File: src/hdl/dmk_pkg.sv
// shared types and constants for the dual monod cell kinetics core
// no dependencies; imported by all modules
package dmk_pkg;

	localparam int unsigned FRAC_W = 17;   // x/(k+x) in q16.16, at most 1.0
	localparam int unsigned MAG_W  = 48;   // saturated intermediate magnitude
	localparam int unsigned SUM_W  = 51;   // exact accumulator sums

	localparam logic [MAG_W-1:0] CAP48 = 48'hFFFF_FFFF_FFFF;

	// q16.16 constants, the dissolution rate is q0.32
	localparam logic [13:0] K_0P2   = 14'd13107;
	localparam logic [12:0] K_0P1   = 13'd6554;
	localparam logic [15:0] K_0P727 = 16'd47645;
	localparam logic [15:0] K_0P65  = 16'd42598;
	localparam logic [14:0] K_DISS  = 15'd18898;

	// mode_flags bits
	localparam int unsigned MODE_REAC = 0;
	localparam int unsigned MODE_GROW = 1;
	localparam int unsigned MODE_DISS = 2;

	typedef enum logic [2:0] {
		REG_MAX_GROWTH,
		REG_LIGHT_AFF,
		REG_CO2_AFF,
		REG_INV_YIELD,
		REG_MAINT,
		REG_DECAY,
		REG_SUC_EXPORT,
		REG_MODE
	} reg_idx_t;

	typedef struct packed {
		logic        [31:0] light_conc;
		logic        [31:0] co2_conc;
		logic        [31:0] gas_co2_conc;
		logic        [31:0] biomass_density;
		logic               ghost_cell;
		logic signed [31:0] light_reac_in;
		logic signed [31:0] co2_reac_in;
		logic signed [31:0] o2_reac_in;
		logic signed [31:0] sucrose_reac_in;
	} in_word_t;

	typedef struct packed {
		logic signed [31:0] light_reac_out;
		logic signed [31:0] co2_reac_out;
		logic signed [31:0] o2_reac_out;
		logic signed [31:0] sucrose_reac_out;
		logic signed [31:0] net_growth;
	} out_word_t;

endpackage

File: src/hdl/dmk_qmul.sv
// saturating q16.16 product of a 32 bit and a 48 bit magnitude
// depends on dmk_pkg; registered partial products, then a registered clamp, both held while en is low
module dmk_qmul import dmk_pkg::*; (
	input  logic             clk,
	input  logic             en,
	input  logic [31:0]      a,
	input  logic [MAG_W-1:0] b,
	output logic [MAG_W-1:0] p
);

	logic [55:0]      hi_s1;
	logic [55:0]      lo_s1;
	logic [79:0]      full;
	logic [MAG_W-1:0] prod_s2;

	// partial products on the upper and lower halves of b
	always_ff @(posedge clk) begin
		if (en) begin
			hi_s1 <= 56'(a) * 56'(b[47:24]);
			lo_s1 <= 56'(a) * 56'(b[23:0]);
		end
	end

	assign full = {hi_s1, 24'h000000} + 80'(lo_s1);

	// shift out the fraction and clamp
	always_ff @(posedge clk) begin
		if (en) begin
			prod_s2 <= (full[79:64] != 16'h0000) ? CAP48 : full[63:16];
		end
	end

	assign p = prod_s2;

endmodule

File: config.mk
export PLATFORM = sky130hd
export DESIGN_NAME = dmk_qmul
export DESIGN_NICKNAME = d
export VERILOG_FILES = /design/src/hdl/dmk_pkg.sv /design/src/hdl/dmk_qmul.sv
export SDC_FILE = /design/constraint.sdc
export NUM_CORES = 2
export LEC_CHECK = 0
export BUFFER_PORTS_ARGS = -buffer_cell sky130_fd_sc_hd__clkbuf_2
export CORE_MARGIN = 3
export CORE_UTILIZATION = 54
export DETAILED_ROUTE_END_ITERATION = 8
export PLACE_DENSITY_LB_ADDON = 0.15
export SLEW_MARGIN = 40
export SYNTH_ARGS = -nofsm -noshare
export SYNTH_HDL_FRONTEND = slang
export SYNTH_SLANG_ARGS = --single-unit
File: constraint.sdc
create_clock -name clk -period 14.1 [get_ports clk]
set_input_delay 0 -clock clk [delete_from_list [all_inputs] [get_ports clk]]
set_output_delay 0 -clock clk [all_outputs]
set_load 0.02 [all_outputs]
[After elaboration in Yosys (flattened, before gate mapping)]
Index checks and enable logic that the tools add are counted.
Cells by class
  muxes and demuxes: 0
  shifts and indexed selects: 0
  reductions and logical operators: 1
  add/sub/neg operators: 1
  magnitude comparators: 0
  $mul: 2
  bitwise operators: 0
  equality and inequality tests: 0
  divide/modulo/power cells: 0
Operators by type and width (count)
  $mul 32x24->56: 2
  $add 80x56->80: 1
  $reduce_bool 16->1: 1
Word-level totals
  memories kept: 0
  output and inout port bits: 48
  bits of input ports: 82
  register bits: 160
  memory bits (read-only): 0
  latch bits: 0
  bits in writable memories: 0

[Logic depth before layout (Yosys ltp)]
  word-level depth: 2
  gate-level depth with buffers: 28
  mapped depth without buffers: 25

[Worst setup path before layout]
OpenSTA, ideal clock, no wires.
  path kind: input port to flip-flop
  start point: in a[16]
  end point: reg hi_s1[54], data pin
  data arrival time: 6.539 ns
  buffers on the path: 2
  cell stages on the path: 26
  setup time: 0.274 ns
  setup slack: 7.287 ns
  cells stage by stage: clkbuf_1 -> clkbuf_1 -> nand2_1 -> fa_1 -> inv_1 -> fa_1 -> inv_1 -> fa_1 -> fa_1 -> inv_1 -> fa_1 -> fa_1 -> inv_1 -> fa_1 -> inv_1 -> ha_1 -> a211oi_1 -> o21ai_0 -> a41oi_1 -> o211ai_1 -> a2111oi_0 -> o21ai_1 -> o211a_1 -> o41ai_2 -> o41ai_1 -> xor2_1
On the way
  word-level cells in the longest chain between the ends: 1
RTL lines
  start: declaration: line dmk_qmul.sv:6  | input logic [31:0] a,
  $mul 32x24->56: line dmk_qmul.sv:19  | hi_s1 <= 56'(a) * 56'(b[47:24]);
  end signal: assignment: line dmk_qmul.sv:19
  end: declaration: line dmk_qmul.sv:11  | logic [55:0] hi_s1;
Every way passes these cells.
A chain may end at the register's enable or synchronous reset.

[Worst setup path in the final report]
  start point: in a[20]
  end point: reg hi_s1[54], data pin
Same word-level chain as after synthesis.

==> impl_metrics.py <==
metrics = {
    "synthesis": {
        "ys_top_cells_by_area": "fa_1 (48%), inv_1 (9.9%), ha_1 (8.8%), and2_1 (8.8%), edfxtp_1 (7.8%)",
        "syn_inst": 6030,
        "synth-edff-count": 144,
        "yosysWarnings": 0,
        "yosysMostFrequentCell": "inv_1",
        "yosysTopAreaCell": "fa_1",
        "ys_ff_latch": 144,
        "synthArstFlopShare_pct": 0,
        "syn_nets": 7820,
        "netlist_area_um2": 55400,
        "synth_ff_type": "edfxtp_1",
        "synthTopCellsByCount": "inv_1 (1,459), fa_1 (1,316), nand2_1 (836)",
        "yosysSeqAreaShare_pct": 7.80,
        "ys_types": 71,
        "synth.avg_cell_area_um2": 9.19,
        "synth_top_area_share_pct": 47.5,
    },
    "cells_and_area": {
        "seq_area_um2": 4320,
        "area_growth_pct": 3.78,
        "multiInputGateArea_um2": 44400,
        "n_fill_cell": 9184,
        "nets": 7683,
        "drive_gt1_share_pct": 3.83,
    },
    "worst_setup_path": {
        "crit_path_max_fanout": 48,
        "regToRegStartpoint": "lo_s1[24]",
        "path_class": "primary input to flip-flop",
        "max_stage_delay_ns": 0.69,
        "crit_path_end_kind": "flip-flop",
        "arrival_ns": 8.13,
        "worst_path_most_repeated_cell": "fa_1",
        "crit_buf_inv": 6,
        "critPathLaunchType": "primary input",
        "slowest_stage": "a2111oi_0",
        "rr_endpoint": "p[9]",
        "worst_r2r_path_depth": 14,
        "rrSetupSlack_ns": 9.62,
        "critPathTopFamily": "adder cells",
        "cp.required_ns": 14.31,
    },
    "timing": {
        "rsz0062_at_grt": "no",
        "fin_crit_sh_pct": 56.1,
        "fmax_mhz": 126,
        "setup_violations": 0,
        "skew_ns": 0.0134,
        "drv_slew": 0,
        "tns_ns": 0,
        "slew_headroom_pct": 40.1,
        "timing.final.hold_violations": 0,
        "post-route-min-period_ns": 7.92,
        "tightest_slew_ns": 0.899,
    },
    "die": {
        "die_w_um": 326,
        "die_area_um2": 107000,
        "rows": 116,
        "io_pins": 130,
        "core_um2": 101000,
        "initial_core_util_pct": 54.9,
        "chipHeight_um": 326,
    },
    "clock_network": {
        "cts_buffers": 17,
        "clk_pin_slew_worst_paths_ns": 0.06,
        "clkLatencyLatePin_ns": 0.49,
        "cts_resized": 0,
        "cts_tree": "yes",
        "cts-root-buf": "clkbuf_16",
        "ctsHoldBuffers": 0,
        "post_cts_buffers": 0,
        "htreeDepth": 4,
        "clockBufferDepth": 2,
        "cts.sinks": 144,
    },
    "route": {
        "vias": 39800,
        "ant_nets": 0,
        "vias_per_cell": 5.48,
        "drt_pass1_iterations": 6,
        "wire_per_inst_um": 20.0,
        "drc": 0,
        "drt_iter0_drc": 2482,
        "wirelength_um": 145000,
    },
    "worst_hold_path": {
        "hold_depth": 1,
        "whs_endpoint": "hi_s1[55]",
        "hold_start": "en",
        "hp-class": "primary input to flip-flop",
    },
    "outcome": {
        "status": "finished, final reports clean",
    },
    "global_route": {
        "grt_max_degree": 83,
        "grt_overflow": 0,
        "grt_pass1_wl_um": 238000,
        "grt_pass1_vias": 43200,
        "grt_usage_pct": 28.6,
        "antenna_found_initial": 5,
    },
    "placed_design": {
        "hpwl_um": 108000,
        "port_buffers": 129,
        "place_congestion": 0.900,
    },
    "job": {
        "cap_viol_max_count": 0,
    },
}
cell type report:
type | instances | area share [%]
timing repair buffer | 173 | 1.76
tap | 1357 | 2.95
clock inverter | 13 | 0.311
sequential | 144 | 7.52
antenna | 3 | 0.0130
inverter | 1459 | 9.52
clock buffer | 19 | 0.752
multi-input combinational | 4098 | 77.2
sequential cells by signal (all words and copies together), names as in the netlist:
signal  count
hi_s1      56
p          48
lo_s1      40
through the flow:
stage                     setup WS, ns  utilization [%]  cell area (um^2)  hold slack [ns]  cells
after global placement            5.79             56.3             56900            0.454   7231
final                             6.18             57.0             57500           0.0532   7266
after global routing              5.87             57.0             57500           0.0686   7263
after CTS                         6.25             56.9             57500           0.0346   7263
after detailed placement          5.76             56.3             56900            0.456   7231
after floorplan                   7.29                -             55400            0.112   6030
worst max path at each step:
stage                     start         to  slack [ns]  depth (start not counted)
final                     a[20]  hi_s1[54]        6.18                         25
after global routing      a[17]  hi_s1[54]        5.87                         26
after CTS                 a[20]  hi_s1[54]        6.25                         25
after detailed placement  a[20]  hi_s1[54]        5.76                         25
after global placement    b[27]  hi_s1[54]        5.79                         25
after floorplan           a[16]  hi_s1[54]        7.29                         26
layout by cell type (no fill, tap or decap), types with 5 or more instances in the layout:
cell type  instances
a211oi_1          18
clkbuf_16         17
o21a_1            16
clkbuf_2         107
nand2_1          836
nand4_1           59
buf_2             12
a311oi_1           6
o21bai_1          14
nand3_1           29
a21o_1            52
o211ai_1          12
o21ai_0           42
and3_1            17
o21ai_1           12
nor3_1            22
xor2_1            44
nor2_1            85
nand2b_1          16
edfxtp_1         144
o22ai_1            5
ha_1             392
a31oi_1           13
nor2b_1           11
clkbuf_4           9
xnor2_1           83
buf_4             43
o31a_1             6
a21oi_1          111
and2_1           776
nand4b_1          10
o31ai_1           10
fa_1            1316
nor4_1             7
inv_1           1459
logic make-up (layout without fill, tap and decap cells):
family,after synthesis,in the layout,share of synthesized area [%]
xor+xnor,128,128,2.02
compound gates,368,368,4.45
buf+inv,1788,1664,12.1
flops,144,144,7.80
other cells,0,3,0
simple gates,1891,1891,17.2
mux,3,3,0.0542
fa+ha+maj,1708,1708,56.4
per-layer routing:
layer | routed length [um] | GRT usage, % | share of wire (%) | up-vias
met1 | 59500 | 38.2 | 41 | 20900
met5 | 43 | 0 | 0.030 | -
li1 | - | - | - | 17400
met4 | 5380 | 9.87 | 3.7 | 6
met2 | 72200 | 48.8 | 50 | 1266
met3 | 8250 | 3.22 | 5.7 | 266
Power is not shown: default switching activity piles up to over one toggle a cycle in this logic, so the estimate is an artifact.
