--- src/hdl/dmk_pkg.sv ---
// shared types and constants for the dual monod cell kinetics core
// no dependencies; imported by all modules
package dmk_pkg;

	localparam int unsigned FRAC_W = 17;   // x/(k+x) in q16.16, at most 1.0
	localparam int unsigned MAG_W  = 48;   // saturated intermediate magnitude
	localparam int unsigned SUM_W  = 51;   // exact accumulator sums

	localparam logic [MAG_W-1:0] CAP48 = 48'hFFFF_FFFF_FFFF;

	// q16.16 constants, the dissolution rate is q0.32
	localparam logic [13:0] K_0P2   = 14'd13107;
	localparam logic [12:0] K_0P1   = 13'd6554;
	localparam logic [15:0] K_0P727 = 16'd47645;
	localparam logic [15:0] K_0P65  = 16'd42598;
	localparam logic [14:0] K_DISS  = 15'd18898;

	// mode_flags bits
	localparam int unsigned MODE_REAC = 0;
	localparam int unsigned MODE_GROW = 1;
	localparam int unsigned MODE_DISS = 2;

	typedef enum logic [2:0] {
		REG_MAX_GROWTH,
		REG_LIGHT_AFF,
		REG_CO2_AFF,
		REG_INV_YIELD,
		REG_MAINT,
		REG_DECAY,
		REG_SUC_EXPORT,
		REG_MODE
	} reg_idx_t;

	typedef struct packed {
		logic        [31:0] light_conc;
		logic        [31:0] co2_conc;
		logic        [31:0] gas_co2_conc;
		logic        [31:0] biomass_density;
		logic               ghost_cell;
		logic signed [31:0] light_reac_in;
		logic signed [31:0] co2_reac_in;
		logic signed [31:0] o2_reac_in;
		logic signed [31:0] sucrose_reac_in;
	} in_word_t;

	typedef struct packed {
		logic signed [31:0] light_reac_out;
		logic signed [31:0] co2_reac_out;
		logic signed [31:0] o2_reac_out;
		logic signed [31:0] sucrose_reac_out;
		logic signed [31:0] net_growth;
	} out_word_t;

endpackage

--- src/hdl/dmk_frac_div.sv ---
// pipelined restoring divider for (x<<16)/(x+k), one quotient bit a stage
// depends on dmk_pkg; every stage advances only while en is high
module dmk_frac_div import dmk_pkg::*; (
	input  logic              clk,
	input  logic              en,
	input  logic [31:0]       x,
	input  logic [31:0]       k,
	output logic [FRAC_W-1:0] q
);

	localparam int unsigned NSTG  = FRAC_W;
	localparam int unsigned REM_W = 50;

	logic [REM_W-1:0]  rem_s  [0:NSTG-1];
	logic [32:0]       den_s  [0:NSTG-1];
	logic [FRAC_W-1:0] quo_s  [0:NSTG];
	logic              zero_s [0:NSTG];

	// form the denominator and the scaled numerator
	always_ff @(posedge clk) begin
		if (en) begin
			den_s[0]  <= 33'(x) + 33'(k);
			rem_s[0]  <= {2'b00, x, 16'h0000};
			quo_s[0]  <= '0;
			zero_s[0] <= (x == 32'd0) && (k == 32'd0);
		end
	end

	// one trial subtract per stage, msb first
	for (genvar j = 1; j <= NSTG; j++) begin : g_bit
		localparam int unsigned SH = NSTG - j;
		logic [REM_W-1:0] trial;
		logic             take;

		assign trial = REM_W'(den_s[j-1]) << SH;
		assign take  = rem_s[j-1] >= trial;

		always_ff @(posedge clk) begin
			if (en) begin
				quo_s[j]  <= quo_s[j-1] | (FRAC_W'(take) << SH);
				zero_s[j] <= zero_s[j-1];
			end
		end

		if (j < NSTG) begin : g_pass
			always_ff @(posedge clk) begin
				if (en) begin
					rem_s[j] <= take ? rem_s[j-1] - trial : rem_s[j-1];
					den_s[j] <= den_s[j-1];
				end
			end
		end
	end

	// zero denominator reads as a zero fraction
	assign q = zero_s[NSTG] ? '0 : quo_s[NSTG];

endmodule

--- config.mk ---
export PLATFORM = sky130hd
export DESIGN_NAME = dmk_frac_div
export DESIGN_NICKNAME = d
export VERILOG_FILES = /design/src/hdl/dmk_pkg.sv /design/src/hdl/dmk_frac_div.sv
export SDC_FILE = /design/constraint.sdc
export NUM_CORES = 2
export LEC_CHECK = 0
export BUFFER_PORTS_ARGS = -buffer_cell sky130_fd_sc_hd__buf_2
export CAP_MARGIN = 20
export CORE_MARGIN = 2
export CORE_UTILIZATION = 50
export CTS_CLUSTER_SIZE = 25
export DETAILED_ROUTE_END_ITERATION = 16
export PLACE_DENSITY = 0.72
export SLEW_MARGIN = 20
export SYNTH_ARGS = -nofsm -noshare
export SYNTH_HDL_FRONTEND = slang
export SYNTH_SLANG_ARGS = --single-unit
--- constraint.sdc ---
create_clock -name clk -period 6.9 [get_ports clk]
set_clock_uncertainty 0.1 [all_clocks]
set_input_delay 0.345 -clock clk [delete_from_list [all_inputs] [get_ports clk]]
set_output_delay 0.345 -clock clk [all_outputs]
set_load 0.05 [all_outputs]
# ---- Word-level counts from Yosys, hierarchy flattened
# Memory sizes are Yosys's and may differ from the RTL's.
# Cells that the tools add are included.
dict set report word_totals {
  memories 4
  ff_bits 0
  ramBits 1735
  elab_cells 77
  input_bits 66
}
# name words word_bits rd rd_clocked_by_memory_dff write_ports line
set memory_table {}
lappend memory_table {rem_s 17 50 17 0 17 dmk_frac_div.sv:14} ;# logic [REM_W-1:0] rem_s [0:NSTG-1];
lappend memory_table {den_s 17 33 17 0 17 dmk_frac_div.sv:15} ;# logic [32:0] den_s [0:NSTG-1];
lappend memory_table {quo_s 18 17 18 0 18 dmk_frac_div.sv:16} ;# logic [FRAC_W-1:0] quo_s [0:NSTG];
lappend memory_table {zero_s 18 1 18 0 18 dmk_frac_div.sv:17} ;# logic zero_s [0:NSTG];
dict set report classes {
  magnitude_cmp 17
  add_sub_neg 17
  n_bitwise 17
  muxes 19
  n_reduce_logical 3
}
# op count
set op_table {}
lappend op_table {{$mux W50} 16}
lappend op_table {{$logic_not A32 Y1} 2}
lappend op_table {{$ge A50 B33 Y1} 1}
lappend op_table {{$ge A50 B34 Y1} 1}
lappend op_table {{$ge A50 B35 Y1} 1}
lappend op_table {{$ge A50 B36 Y1} 1}
lappend op_table {{$ge A50 B37 Y1} 1}
lappend op_table {{$ge A50 B38 Y1} 1}
lappend op_table {{$ge A50 B39 Y1} 1}
lappend op_table {{$ge A50 B40 Y1} 1}
lappend op_table {{$ge A50 B41 Y1} 1}
lappend op_table {{$ge A50 B42 Y1} 1}
lappend op_table {{$ge A50 B43 Y1} 1}
lappend op_table {{$ge A50 B44 Y1} 1}
lappend op_table {{$ge A50 B45 Y1} 1}
lappend op_table {{$ge A50 B46 Y1} 1}
lappend op_table {{$ge A50 B47 Y1} 1}
lappend op_table {{$ge A50 B48 Y1} 1}
lappend op_table {{$ge A50 B49 Y1} 1}
lappend op_table {{$sub A50 B34 Y50} 1}
lappend op_table {{$sub A50 B35 Y50} 1}
lappend op_table {{$sub A50 B36 Y50} 1}
lappend op_table {{$sub A50 B37 Y50} 1}
lappend op_table {{$sub A50 B38 Y50} 1}
lappend op_table {{32 further kinds} 33}

# ---- Depth between registers and ports, before layout
# An unclocked memory read counts as a cell.
dict set report depth {
  word_depth 3
  ltp_mapped 15
  depth_no_buf 14
}

# ---- Worst setup path after synthesis
# Ideal clock, no wire load.
dict set report synth_timing {
  path_kind {register to register}
  start {mem rem_s[5][12]}
  end {mem rem_s[6][12], data pin}
  setup_ns 0.260
  path_stages_with_launch 12
  path_slack_ns 3.234
  period_less_slack_ns 3.666
  path_buffers 1
  arrival_ns 3.306
  cell_sequence {edfxtp_1 ha_1 nor2b_1 o31a_1 o2111a_1 or3_1 o31ai_1 o21ai_0 and2_1 a21oi_1 buf_2 mux2_2}
}
# element line
set synth_rtl {}
lappend synth_rtl {{start: declaration} dmk_frac_div.sv:14}

==> flow_metrics.py <==
metrics = {
    "floorplanning": {
        "initial_core_util_pct": 50.48,
        "die_y_um": 412.6,
        "fp.dieArea_mm2": 0.1702,
        "rows": 149,
        "core-area_mm2": 0.1654,
        "fp.dieW_um": 412.6,
        "ios": 83,
    },
    "sta": {
        "hold_violations": 0,
        "fin_tns_setup_ns": 0,
        "slew_violations": 0,
        "fmax_mhz": 201.5,
        "slew_headroom_pct": 22.17,
        "layout_min_cycle_time_ns": 4.963,
        "rsz0062_at_grt": "no",
        "setup_viol": 0,
        "worst_slew_pin_slew_ns": 1.164,
        "fin_crit_sh_pct": 71.93,
    },
    "logic_synthesis": {
        "synth-main-ff-cell": "edfxtp_1",
        "syn_nets": 8457,
        "yosys_warnings": 0,
        "yosysTopAreaCell": "edfxtp_1",
        "synth_async_sr_flop_share_pct": 0,
        "syn_avg_cell_area_um2": 10.73,
        "ys_top_cells_by_area": "edfxtp_1 (51%), ha_1 (8.9%), o21ai_0 (3.6%), a21oi_1 (3.4%), xnor2_1 (3.2%)",
        "yosysUniqueCellTypes": 87,
        "syn_area_mm2": 0.08348,
        "synth_top_area_share_pct": 51.37,
        "seq_area_frac_synth_pct": 51.37,
        "synth_cells": 7783,
        "synth-seq-cells": 1428,
        "synth-edff-count": 1428,
    },
    "drt": {
        "via_per_inst": 5.703,
        "drt_iter0_drc": 4211,
        "ant_nets": 0,
        "routed_wl_mm": 187.0,
        "route.detailed.drc": 0,
        "first_pass_iters": 6,
        "vias": 58320,
        "wire_per_inst_um": 18.29,
    },
    "grt": {
        "grt_pass1_wl_mm": 296.1,
        "overflow": 0,
        "met3_usage_pct": 2.638,
        "grt_max_degree": 188,
        "grt_pass1_vias": 59830,
        "met1_usage_pct": 19.74,
        "antenna_found_initial": 0,
        "grt.busiest_layer": "met2",
        "met2_usage_pct": 43.29,
        "grtUsageTotal_pct": 21.74,
    },
    "clock_tree": {
        "clock_path_buffers": 3,
        "clock_latency_ns": 0.79,
        "cts_tree": "yes",
        "cts_setup_buffers": 0,
        "path_clk_slew_ns": 0.06,
        "clockRootBuffer": "clkbuf_16",
        "numClockSinks": 1428,
        "cts_resized": 0,
        "ctsHoldBuffers": 69,
        "cts_buffers": 156,
        "cts_max_level": 4,
    },
    "final_layout": {
        "final_cell_mix": "edfxtp_1 (1428), nand2_1 (706), inv_1 (687)",
        "layout-drive-gt1-share_pct": 6.421,
        "layout_commonest_cell": "edfxtp_1",
        "instances_no_fill": 10230,
        "area_delta_synth_final_pct": 10.12,
        "nets": 8584,
    },
    "power": {
        "power_density_mw_per_mm2": 413.8,
        "peakVddDrop_v": 0.0003184,
        "p_leak_uw": 0.03639,
    },
    "run": {
        "drv_cap": 0,
    },
    "place": {
        "gp_congestion": 0.9788,
        "placedCellCount": 9872,
        "port_buffers": 82,
        "dp_hpwl_mm": 141.0,
    },
    "setup_path": {
        "worstReg2RegEnd": "rem_s[13][11]$_DFFE_PP_",
        "worstPathMaxFanout": 4,
        "worst_ep_arrival_time_ns": 5.40,
        "crit_required_ns": 7.33,
        "reg2reg_depth": 11,
        "worstSetupPathType": "in2reg",
        "cp-startpoint": "k[0]",
        "r2r_slack_ns": 2.21,
        "worstReg2RegStart": "rem_s[12][5]$_SDFFCE_PN0P_",
        "worst_setup_path_start_kind": "input port",
        "end_kind": "flop",
    },
    "worst_hold_path": {
        "min_from": "k[29]",
        "hold_end": "den_s[0][29]$_DFFE_PP_",
        "hold_depth": 3,
        "worstHoldPathType": "in2reg",
    },
    "run_status": {
        "run_status": "finished, final reports clean",
    },
}
## area by class of cell
type / count / area, um2
clock inverter: 88 / 824.5
inverter: 689 / 2586
clock buffer: 196 / 4096
multi-input combinational: 5438 / 37250
sequential: 1428 / 42880
timing repair buffer: 197 / 1536
antenna: 1 / 2.502
fill: 13680 / 73440
tap: 2189 / 2739
## through the flow
step	power (uW)	utilization (%)	hold slack (ns)	worst slack [ns]	cell area, um2
floorplan	25760	-	0.3003	3.234	83480
global placement	29400	52.18	0.3009	0.9838	86290
detailed placement	29820	52.19	0.3045	2.318	86310
CTS	38000	55.59	0.007650	2.083	91920
global route	40560	55.59	0.04613	1.872	91920
finish	38040	55.59	0.05600	1.937	91920
## Yosys cell counts, types with 17 or more instances
library cell,count
a31oi_1,77
or2_2,24
inv_1,688
a211o_1,20
and4_1,27
o21ai_0,608
nand2b_1,82
fa_1,17
nand3b_1,20
a21o_1,309
a2111oi_0,17
or3_1,40
or4_1,25
o21bai_1,79
nand3_1,151
ha_1,591
and3_1,70
a21boi_0,22
a21oi_1,569
edfxtp_1,1428
nand4_1,105
nor4_1,73
o31ai_1,46
nor3_1,109
mux2_2,87
buf_2,24
xor2_1,302
nor2b_1,96
o211ai_1,45
clkbuf_1,189
o21a_1,68
xnor2_1,308
nor2_1,382
nand2_1,706
and2_1,39
a211oi_1,64
## kinds of logic after synthesis
group                    count (synthesis)  synth area share [%]
multiplexers                            95                 1.270
XOR/XNOR                               610                 6.400
flip-flops                            1428                 51.37
AO/OA/AOI/OAI                         2117                 15.78
adder cells (fa/ha/maj)                608                 9.266
AND/OR/NAND/NOR                       2008                 11.74
buffers and inverters                  917                 4.177
## critical path: stages
cell	delay, ns
dlygate4sd3_1	0.53
buf_2	0.20
ha_1	0.25
fa_1	0.43
a211oi_1	0.33
o21ai_1	0.23
a2111oi_0	0.49
nor2_1	0.21
o41ai_2	0.47
o21ai_0	0.35
o22a_1	0.33
a2111oi_0	0.55
o21bai_1	0.09
dlygate4sd3_1	0.56
## how the worst max path moves through the flow
stage                                    endpoint  slack (ns)  cells past startpoint
after floorplan            rem_s[6][12]$_DFFE_PP_        3.23                     11
after global routing       den_s[0][32]$_DFFE_PP_        1.87                     14
after global placement    rem_s[13][10]$_DFFE_PP_        0.98                     10
after CTS                  den_s[0][32]$_DFFE_PP_        2.08                     14
after detailed placement   den_s[0][32]$_DFFE_PP_        2.32                     12
final                      den_s[0][32]$_DFFE_PP_        1.94                     14
## power breakdown
group | switching (uW) | total (uW) | internal [uW] | leakage, uW
registers | 1250 | 13900 | 12600 | 0.0138
clock network | 3380 | 8040 | 4660 | 0.00241
logic | 9440 | 16100 | 6680 | 0.0202
## sequential cells by signal (all words and copies together) (netlist names)
signal / count
rem_s: 696
zero_s: 18
den_s: 561
quo_s: 153
## metal layers
| layer | part of all wire [%] | wire, um |
|---|---|---|
| met3 | 2.9 | 5437 |
| met1 | 34 | 63880 |
| met2 | 55 | 102500 |
| met4 | 8.1 | 15170 |
| met5 | 0 | 0 |
(Power assumes the default switching activity.)
